File: src/rtl/core/bba_pkg.sv
// Package with constants, types and status codes of the buddy block allocator.
`timescale 1ns / 1ps
package bba_pkg;
  localparam int MaxOrderDefault = 10;
  localparam int MaxBlocksDefault = 512;
  localparam int OrderW = 4;
  localparam int AmountW = 11;
  localparam int AddrW = 10;
  localparam int StatusW = 3;

  localparam logic [StatusW-1:0] ST_OK = 3'd0;
  localparam logic [StatusW-1:0] ST_ZERO = 3'd1;
  localparam logic [StatusW-1:0] ST_NOSPACE = 3'd2;
  localparam logic [StatusW-1:0] ST_RANGE = 3'd3;
  localparam logic [StatusW-1:0] ST_NOBLOCK = 3'd4;

  localparam logic ACT_ALLOC = 1'b0;
  localparam logic ACT_FREE = 1'b1;

  typedef enum logic [3:0] {
    S_IDLE,
    S_EXACT_RD,
    S_EXACT_CHK,
    S_SPLIT_RD,
    S_SPLIT_CHK,
    S_SHIFT_RD,
    S_SHIFT_WR,
    S_FILL,
    S_FREE_RD,
    S_FREE_CHK,
    S_MERGE_RD,
    S_MERGE_CHK,
    S_PULL_RD,
    S_PULL_WR,
    S_DONE
  } bba_state_t;
endpackage

File: src/rtl/core/bba_ram.sv
// Generic single-port RAM with registered read.
`timescale 1ns / 1ps
module bba_ram #(
  parameter int Width = 8,
  parameter int Depth = 16
) (
  input  logic                     clk,
  input  logic                     we,
  input  logic [$clog2(Depth)-1:0] addr,
  input  logic [Width-1:0]         wdata,
  output logic [Width-1:0]         rdata
);
  logic [Width-1:0] mem [Depth];
  always_ff @(posedge clk) begin
    if (we) begin
      mem[addr] <= wdata;
    end
    rdata <= mem[addr];
  end
endmodule

File: src/rtl/core/buddy_block_allocator_unit.sv
// Buddy allocator: a sequencer that walks the block list in RAM, one entry a step.
// One transaction is taken at a time, and each list entry visited takes a RAM read, then
// a check. An allocate first scans the whole list for an exact fit and then scans for a
// block to split. A split moves the tail of the list up, with a read and a write per
// entry, and then writes the new entries. A free scans to its block. After every merge
// it pulls the tail down, with a read and a write per entry, and rescans from the start;
// a free can make up to MaxOrder-1 merges. The list RAM is single-port. The result is
// held in an output register, so a new transaction can be accepted while it waits, but
// the next result waits until it has been taken. List entry 0 is written during reset
// and by a configuration write in the idle state, which takes effect on the next cycle.
`timescale 1ns / 1ps
module buddy_block_allocator_unit
  import bba_pkg::*;
#(
  parameter int MaxOrder = MaxOrderDefault,
  parameter int MaxBlocks = MaxBlocksDefault
) (
  input  logic clk,
  input  logic rst_n,
  input  logic cfg_we,
  input  logic [OrderW-1:0] cfg_wdata,
  input  logic in_valid,
  output logic in_ready,
  input  logic in_action,
  input  logic [AmountW-1:0] in_amount,
  input  logic [AddrW-1:0] in_address,
  output logic out_valid,
  input  logic out_ready,
  output logic [StatusW-1:0] out_status,
  output logic [AddrW-1:0] out_start_address
);
  localparam int IdxW = $clog2(MaxBlocks);
  localparam int CntW = $clog2(MaxBlocks + 1);
  localparam int SumW = MaxOrder + 2;
  localparam int EntW = OrderW + 1;
  localparam logic [OrderW-1:0] ResetOrder = OrderW'(MaxOrder < 10 ? MaxOrder : 10);

  bba_state_t state_r, state_nxt;
  logic [OrderW-1:0] mem_order_r;
  logic [CntW-1:0] cnt_r, cnt_nxt;
  logic [CntW-1:0] i_r, i_nxt;
  logic [CntW-1:0] j_r, j_nxt;
  logic [SumW-1:0] start_r, start_nxt;
  logic [OrderW-1:0] k_r, k_nxt;
  logic [OrderW-1:0] s_r, s_nxt;
  logic [OrderW-1:0] prev_o_r, prev_o_nxt;
  logic prev_u_r, prev_u_nxt;
  logic [AddrW-1:0] addr_r, addr_nxt;
  logic [StatusW-1:0] st_r, st_nxt;
  logic [AddrW-1:0] res_r, res_nxt;
  logic [StatusW-1:0] out_st_r, out_st_nxt;
  logic [AddrW-1:0] out_addr_r, out_addr_nxt;
  logic out_valid_r, out_valid_nxt;
  logic [CntW-1:0] ram_idx;
  logic ram_we;
  logic [EntW-1:0] ram_wd, ram_rd;
  logic [OrderW-1:0] rd_o;
  logic rd_u;
  logic [OrderW-1:0] cfg_clamped;
  logic [OrderW-1:0] req_k;
  logic [SumW-1:0] blk_sz;

  assign rd_o = ram_rd[OrderW-1:0];
  assign rd_u = ram_rd[OrderW];
  assign blk_sz = SumW'(1) << rd_o;

  bba_ram #(.Width(EntW), .Depth(MaxBlocks)) u_list (
    .clk(clk), .we(ram_we), .addr(ram_idx[IdxW-1:0]), .wdata(ram_wd), .rdata(ram_rd)
  );

  always_comb begin
    if (cfg_wdata == '0) begin
      cfg_clamped = OrderW'(1);
    end else if (32'(cfg_wdata) > MaxOrder) begin
      cfg_clamped = OrderW'(MaxOrder);
    end else begin
      cfg_clamped = cfg_wdata;
    end
  end

  always_comb begin
    req_k = OrderW'(1);
    for (int b = 2; b < 12; b++) begin
      if (in_amount > AmountW'((1 << (b - 1)))) begin
        req_k = OrderW'(b);
      end
    end
  end

  always_ff @(posedge clk) begin
    if (!rst_n) begin
      state_r <= S_IDLE;
      mem_order_r <= ResetOrder;
      cnt_r <= CntW'(1);
      out_valid_r <= 1'b0;
    end else begin
      state_r <= state_nxt;
      cnt_r <= cnt_nxt;
      out_valid_r <= out_valid_nxt;
      if (cfg_we) begin
        mem_order_r <= cfg_clamped;
      end
    end
    i_r <= i_nxt;
    j_r <= j_nxt;
    start_r <= start_nxt;
    k_r <= k_nxt;
    s_r <= s_nxt;
    prev_o_r <= prev_o_nxt;
    prev_u_r <= prev_u_nxt;
    addr_r <= addr_nxt;
    st_r <= st_nxt;
    res_r <= res_nxt;
    out_st_r <= out_st_nxt;
    out_addr_r <= out_addr_nxt;
  end

  assign in_ready = (state_r == S_IDLE);
  assign out_valid = out_valid_r;
  assign out_status = out_st_r;
  assign out_start_address = out_addr_r;

  always_comb begin
    state_nxt = state_r;
    cnt_nxt = cnt_r;
    i_nxt = i_r;
    j_nxt = j_r;
    start_nxt = start_r;
    k_nxt = k_r;
    s_nxt = s_r;
    prev_o_nxt = prev_o_r;
    prev_u_nxt = prev_u_r;
    addr_nxt = addr_r;
    st_nxt = st_r;
    res_nxt = res_r;
    out_st_nxt = out_st_r;
    out_addr_nxt = out_addr_r;
    out_valid_nxt = out_valid_r;
    ram_idx = i_r;
    ram_we = 1'b0;
    ram_wd = '0;
    if (out_valid_r && out_ready) begin
      out_valid_nxt = 1'b0;
    end
    unique case (state_r)
      S_IDLE: begin
        if (cfg_we) begin
          ram_idx = '0;
          ram_we = 1'b1;
          ram_wd = {1'b0, cfg_clamped};
          cnt_nxt = CntW'(1);
        end else if (in_valid && in_ready) begin
          i_nxt = '0;
          start_nxt = '0;
          res_nxt = '0;
          k_nxt = req_k;
          addr_nxt = in_address;
          if (in_action == ACT_ALLOC) begin
            if (in_amount == '0) begin
              st_nxt = ST_ZERO;
              state_nxt = S_DONE;
            end else begin
              state_nxt = S_EXACT_RD;
            end
          end else if (SumW'(in_address) >= (SumW'(1) << mem_order_r)) begin
            st_nxt = ST_RANGE;
            state_nxt = S_DONE;
          end else begin
            state_nxt = S_FREE_RD;
          end
        end
      end
      S_EXACT_RD: begin
        if (i_r >= cnt_r) begin
          i_nxt = '0;
          start_nxt = '0;
          state_nxt = S_SPLIT_RD;
        end else begin
          state_nxt = S_EXACT_CHK;
        end
      end
      S_EXACT_CHK: begin
        if (!rd_u && rd_o == k_r) begin
          ram_we = 1'b1;
          ram_wd = {1'b1, rd_o};
          st_nxt = ST_OK;
          res_nxt = AddrW'(start_r);
          state_nxt = S_DONE;
        end else begin
          start_nxt = start_r + blk_sz;
          i_nxt = i_r + CntW'(1);
          state_nxt = S_EXACT_RD;
        end
      end
      S_SPLIT_RD: begin
        if (i_r >= cnt_r) begin
          st_nxt = ST_NOSPACE;
          state_nxt = S_DONE;
        end else begin
          state_nxt = S_SPLIT_CHK;
        end
      end
      S_SPLIT_CHK: begin
        if (!rd_u && rd_o > k_r &&
            (32'(cnt_r) + 32'(rd_o - k_r)) <= MaxBlocks) begin
          s_nxt = rd_o;
          res_nxt = AddrW'(start_r);
          j_nxt = cnt_r - CntW'(1);
          state_nxt = S_SHIFT_RD;
        end else begin
          start_nxt = start_r + blk_sz;
          i_nxt = i_r + CntW'(1);
          state_nxt = S_SPLIT_RD;
        end
      end
      S_SHIFT_RD: begin
        ram_idx = j_r;
        if (j_r <= i_r) begin
          j_nxt = '0;
          state_nxt = S_FILL;
        end else begin
          state_nxt = S_SHIFT_WR;
        end
      end
      S_SHIFT_WR: begin
        ram_idx = j_r + CntW'(s_r - k_r);
        ram_we = 1'b1;
        ram_wd = ram_rd;
        j_nxt = j_r - CntW'(1);
        state_nxt = S_SHIFT_RD;
      end
      S_FILL: begin
        ram_idx = i_r + j_r;
        ram_we = 1'b1;
        if (j_r == '0) begin
          ram_wd = {1'b1, k_r};
        end else begin
          ram_wd = {1'b0, OrderW'(k_r + OrderW'(j_r) - OrderW'(1))};
        end
        if (j_r == CntW'(s_r - k_r)) begin
          cnt_nxt = cnt_r + CntW'(s_r - k_r);
          st_nxt = ST_OK;
          state_nxt = S_DONE;
        end else begin
          j_nxt = j_r + CntW'(1);
        end
      end
      S_FREE_RD: begin
        if (i_r >= cnt_r) begin
          st_nxt = ST_NOBLOCK;
          state_nxt = S_DONE;
        end else begin
          state_nxt = S_FREE_CHK;
        end
      end
      S_FREE_CHK: begin
        if (start_r == SumW'(addr_r)) begin
          if (!rd_u) begin
            st_nxt = ST_NOBLOCK;
            state_nxt = S_DONE;
          end else begin
            ram_we = 1'b1;
            ram_wd = {1'b0, rd_o};
            st_nxt = ST_OK;
            i_nxt = '0;
            start_nxt = '0;
            state_nxt = S_MERGE_RD;
          end
        end else begin
          start_nxt = start_r + blk_sz;
          i_nxt = i_r + CntW'(1);
          state_nxt = S_FREE_RD;
        end
      end
      S_MERGE_RD: begin
        if (i_r >= cnt_r) begin
          state_nxt = S_DONE;
        end else begin
          state_nxt = S_MERGE_CHK;
        end
      end
      S_MERGE_CHK: begin
        if (i_r != '0 && !prev_u_r && !rd_u && rd_o == prev_o_r &&
            start_r[prev_o_r] == 1'b0) begin
          ram_idx = i_r - CntW'(1);
          ram_we = 1'b1;
          ram_wd = {1'b0, OrderW'(prev_o_r + OrderW'(1))};
          j_nxt = i_r + CntW'(1);
          state_nxt = S_PULL_RD;
        end else begin
          prev_o_nxt = rd_o;
          prev_u_nxt = rd_u;
          if (i_r != '0) begin
            start_nxt = start_r + (SumW'(1) << prev_o_r);
          end
          i_nxt = i_r + CntW'(1);
          state_nxt = S_MERGE_RD;
        end
      end
      S_PULL_RD: begin
        ram_idx = j_r;
        if (j_r >= cnt_r) begin
          cnt_nxt = cnt_r - CntW'(1);
          i_nxt = '0;
          start_nxt = '0;
          state_nxt = S_MERGE_RD;
        end else begin
          state_nxt = S_PULL_WR;
        end
      end
      S_PULL_WR: begin
        ram_idx = j_r - CntW'(1);
        ram_we = 1'b1;
        ram_wd = ram_rd;
        j_nxt = j_r + CntW'(1);
        state_nxt = S_PULL_RD;
      end
      S_DONE: begin
        if (!out_valid_r) begin
          out_valid_nxt = 1'b1;
          out_st_nxt = st_r;
          out_addr_nxt = (st_r == ST_OK) ? res_r : '0;
          state_nxt = S_IDLE;
        end
      end
      default: state_nxt = S_IDLE;
    endcase
    if (!rst_n) begin
      ram_idx = '0;
      ram_we = 1'b1;
      ram_wd = {1'b0, ResetOrder};
    end
  end

`ifndef SYNTHESIS
  a_cnt_nonzero: assert property (@(posedge clk) disable iff (!rst_n)
    cnt_r != '0 && 32'(cnt_r) <= MaxBlocks)
    else $error("block count out of range");
  a_busy_not_ready: assert property (@(posedge clk) disable iff (!rst_n)
    state_r != S_IDLE |-> !in_ready)
    else $error("ready while busy");
  a_ok_addr: assert property (@(posedge clk) disable iff (!rst_n)
    out_valid && out_status != ST_OK |-> out_start_address == '0)
    else $error("address on failed transaction");
  a_order_range: assert property (@(posedge clk) disable iff (!rst_n)
    mem_order_r != '0 && 32'(mem_order_r) <= MaxOrder)
    else $error("memory order out of range");
`endif
endmodule

File: config.mk
export PLATFORM = sky130hd
export DESIGN_NAME = buddy_block_allocator_unit
export DESIGN_NICKNAME = d
export VERILOG_FILES = /design/src/rtl/core/bba_pkg.sv /design/src/rtl/core/bba_ram.sv /design/src/rtl/core/buddy_block_allocator_unit.sv
export SDC_FILE = /design/constraint.sdc
export NUM_CORES = 2
export LEC_CHECK = 0
export BUFFER_PORTS_ARGS = -buffer_cell sky130_fd_sc_hd__buf_4
export CAP_MARGIN = 15
export CORE_ASPECT_RATIO = 1.1
export CORE_MARGIN = 3
export CORE_UTILIZATION = 55
export DETAILED_ROUTE_END_ITERATION = 10
export PLACE_DENSITY = 0.77
export REMOVE_ABC_BUFFERS = 1
export SLEW_MARGIN = 20
export SYNTH_ARGS = -nofsm -noshare
export SYNTH_HDL_FRONTEND = slang
export SYNTH_HIERARCHICAL = 1
export SYNTH_SLANG_ARGS = --single-unit
File: constraint.sdc
create_clock -name clk -period 29.4 [get_ports clk]
set_input_delay 1.47 -clock clk [delete_from_list [all_inputs] [get_ports clk]]
set_output_delay 1.47 -clock clk [all_outputs]
set_load 0.01 [all_outputs]
==> impl_metrics.py <==
metrics = {
    "timing": {
        "final_max_slew_viol_count": 0,
        "clock.fmax_ghz": 0.105,
        "finalWorstSetupSlack_ns": 19.84,
        "whs_ns": 0.461,
        "finClkSkew_ns": 0.0728,
        "worst_pin_slew_ns": 1.23,
        "tns_ns": 0,
        "setup_viol": 0,
        "relSlewSlack_pct": 17.4,
        "finalCritPeriodShare_pct": 32.5,
        "rsz0062_at_grt": "false",
        "hold_violations": 0,
        "fin_crit_ns": 9.56,
    },
    "placement": {
        "place_area_um2": 113000,
        "place_ws_ns": 20.00,
        "dp_hpwl_mm": 173,
        "port_buffers": 45,
        "dp.cells": 8549,
        "place_congestion": 0.916,
    },
    "grt": {
        "grt_first_pass_wirelength_mm": 421,
        "grt-ovfl-total": 0,
        "antenna_found_initial": 7,
        "gr-usage-all-layers_pct": 28.0,
        "grt_pass1_vias": 61100,
        "use_met1_pct": 36.6,
        "grt_max_degree": 233,
        "grt_use_met2_pct": 43.8,
        "met3_usage_pct": 7.21,
        "busiest_layer": "met2",
    },
    "power": {
        "seq_power_share_pct": 43.1,
        "p_clk_share_pct": 32.0,
        "p_comb_share_pct": 24.8,
        "switchingPower_mw": 3.17,
        "power.density_nw_per_um2": 85.4,
        "p_int_mw": 7.23,
        "p_leak_nw": 38.7,
        "ir_drop_mv": 0.0567,
        "swShare_pct": 30.4,
    },
    "clock_network": {
        "clock-sinks": 2665,
        "clkLatencyLatePin_ns": 0.94,
        "cts-root-buf": "clkbuf_16",
        "cts_tree": "built",
        "cts_hold_buf": 0,
        "path_clk_slew_ns": 0.06,
        "cts_setup_buffers": 0,
        "htreeDepth": 5,
        "cts_inserted_buffers": 276,
        "cts_max_path_buffers": 4,
        "post_cts_resized": 0,
    },
    "detailed_routing": {
        "wire_per_inst_um": 31.8,
        "vias_per_cell": 6.82,
        "drc": 0,
        "num_vias": 61500,
        "ant_nets": 0,
        "routed_wl_mm": 287,
        "dr.pass1.iters": 6,
        "drtIter0Drc": 9283,
    },
    "cells_and_area": {
        "fill_cells": 13400,
        "nNetsFinal": 6386,
        "layout-area-overhead-vs-synth_pct": 10.5,
        "final_cell_mix": "edfxtp_1, nor2_1, mux4_2, clkbuf_16, mux2i_1",
        "final_common_cell": "edfxtp_1",
        "final_layout_size_suffix_gt1_share_pct": 18.6,
        "postLayoutCellArea_um2": 122000,
        "instances_no_fill": 9022,
    },
    "synth": {
        "avgSynthCellArea_um2": 17.9,
        "synth_warnings": 6,
        "synth_seq_cells": 2665,
        "syn_area_um2": 110000,
        "ys_types": 96,
        "netlist.area_leader.share_pct": 71.9,
        "synth_top_area_cell": "edfxtp_1",
        "synth_edf_count": 2641,
        "ys.flop_type": "edfxtp_1",
        "syn_inst": 6147,
        "synthArstFlopShare_pct": 0,
        "ys_top_cells_by_area": "edfxtp_1, mux4_2, nor2_1",
        "ys_seq_area_share_pct": 72.4,
    },
    "setup_path": {
        "cpMaxStageDelayCell": "buf_4",
        "arrival_ns": 10.34,
        "critical_path.most_common_cell": "buf_4",
        "end_kind": "register",
        "criticalPathCategory": "register to register",
        "critPathTopFamily": "buffers and inverters",
        "cp_max_fo": 45,
        "required_ns": 30.18,
        "path_cells": "nand2b_1, nor2_1, nand2_1, a21oi_1, ha_1, inv_1, fa_1, o22ai_1, a21oi_1, o21ai_0, a21oi_1, nor2_4, buf_4, buf_4, buf_4, buf_4, buf_4, buf_4, mux4_2, a22oi_1, nand4_1, a22oi_1, nand2_1, or4b_1",
        "rrSetupSlack_ns": 19.84,
        "critPathBufInv": 7,
        "startpoint_type": "register",
        "cpPeakStageDelay_ns": 0.73,
    },
    "floorplan": {
        "core_um2": 198000,
        "start_util_pct": 55.6,
        "die_w_um": 433,
        "num_io_pins": 46,
        "die_h_um": 476,
        "die_area_um2": 206000,
        "row_count": 171,
    },
    "flow_run": {
        "drv_cap": 0,
    },
    "hold_path": {
        "worstHoldPathType": "register to register",
    },
    "run_status": {
        "status": "finished clean",
    },
}
synthesized netlist by cell type (13+ instances only):
| cell type | count |
|---|---|
| a211oi_1 | 27 |
| a21o_1 | 22 |
| a21oi_1 | 122 |
| a221oi_1 | 41 |
| a22o_1 | 31 |
| a22oi_1 | 150 |
| a31oi_1 | 28 |
| a32oi_1 | 29 |
| and2_1 | 34 |
| and3_1 | 28 |
| buf_1 | 15 |
| buf_2 | 120 |
| buf_4 | 47 |
| buf_6 | 21 |
| clkbuf_1 | 168 |
| dfxtp_1 | 24 |
| edfxtp_1 | 2641 |
| ha_1 | 114 |
| inv_1 | 77 |
| mux2_2 | 25 |
| mux2i_1 | 194 |
| mux4_2 | 545 |
| nand2_1 | 178 |
| nand2b_1 | 26 |
| nand3_1 | 90 |
| nand4_1 | 67 |
| nor2_1 | 685 |
| nor2b_1 | 30 |
| nor3_1 | 65 |
| nor4_1 | 20 |
| o211ai_1 | 15 |
| o21ai_0 | 84 |
| o22ai_1 | 53 |
| o31ai_1 | 13 |
| xnor2_1 | 57 |
| xor2_1 | 36 |
per-layer routing:
layer,vias to the layer above,part of all wire (%)
met1,31400,35
met5,-,0.015
li1,25100,-
met4,6,5.8
met3,811,12
met2,4248,47
metrics by stage:
step | util [%] | power, mW
after floorplan | - | 7.81
after global routing | 61.4 | 10.7
after global placement | 57.1 | 7.04
final | 61.4 | 10.4
after detailed placement | 57.1 | 7.09
after CTS | 61.4 | 10.4
cells by family (layout without fill, tap and decap cells):
| logic type | Yosys count | after routing | share of synthesized area [%] |
|---|---|---|---|
| flops | 2665 | 2665 | 72.4 |
| simple gates | 1302 | 1302 | 5.41 |
| mux | 767 | 767 | 13.2 |
| compound gates | 745 | 745 | 4.81 |
| buf+inv | 451 | 727 | 2.00 |
| fa+ha+maj | 123 | 123 | 1.45 |
| xor+xnor | 94 | 94 | 0.760 |
| other cells | 0 | 4 | 0 |
power groups by stage:
stage          combinational (mW)  clock, mW  sequential, mW
6_report                     2.58       3.33            4.49
3_3_place_gp                 2.48          0            4.56
3_5_place_dp                 2.52          0            4.57
4_1_cts                      2.54       3.37            4.49
5_1_grt                      2.72       3.52            4.49
2_1_floorplan                3.15          0            4.66
worst paths after layout:
path	cells past startpoint	startpoint	endpoint
setup / recovery	24	state_r[3]	u_list/rdata[2]
hold / removal	0	st_r[2]	out_status[2]
setup reg to reg	24	state_r[3]	u_list/rdata[2]
hold reg to reg	0	st_r[2]	out_status[2]
registers in the layout, indices dropped and copies added (netlist names):
register and cells:
i_r 10, j_r 10, st_r 3, u_list/rdata 5, out_status 3, prev_u_r 1
prev_o_r 4, state_r 4, cnt_r 10, start_r 12, u_list/mem 2560, mem_order_r 4
out_start_address 10, res_r 10, out_valid 1, k_r 4, addr_r 10, s_r 4
final cells by class:
cell class                      instances  area [um2]  area share [%]
Antenna cell                            4        10.0         0.00822
Clock buffer                          338        7330            6.02
Clock inverter                        130        1140           0.936
Inverter                               78         293           0.240
Multi-Input combinational cell       3031       28500            23.4
Sequential cell                      2665       79800            65.5
Tap cell                             2595        3250            2.67
Timing Repair Buffer                  181        1490            1.22
(Power assumes the default switching activity.)
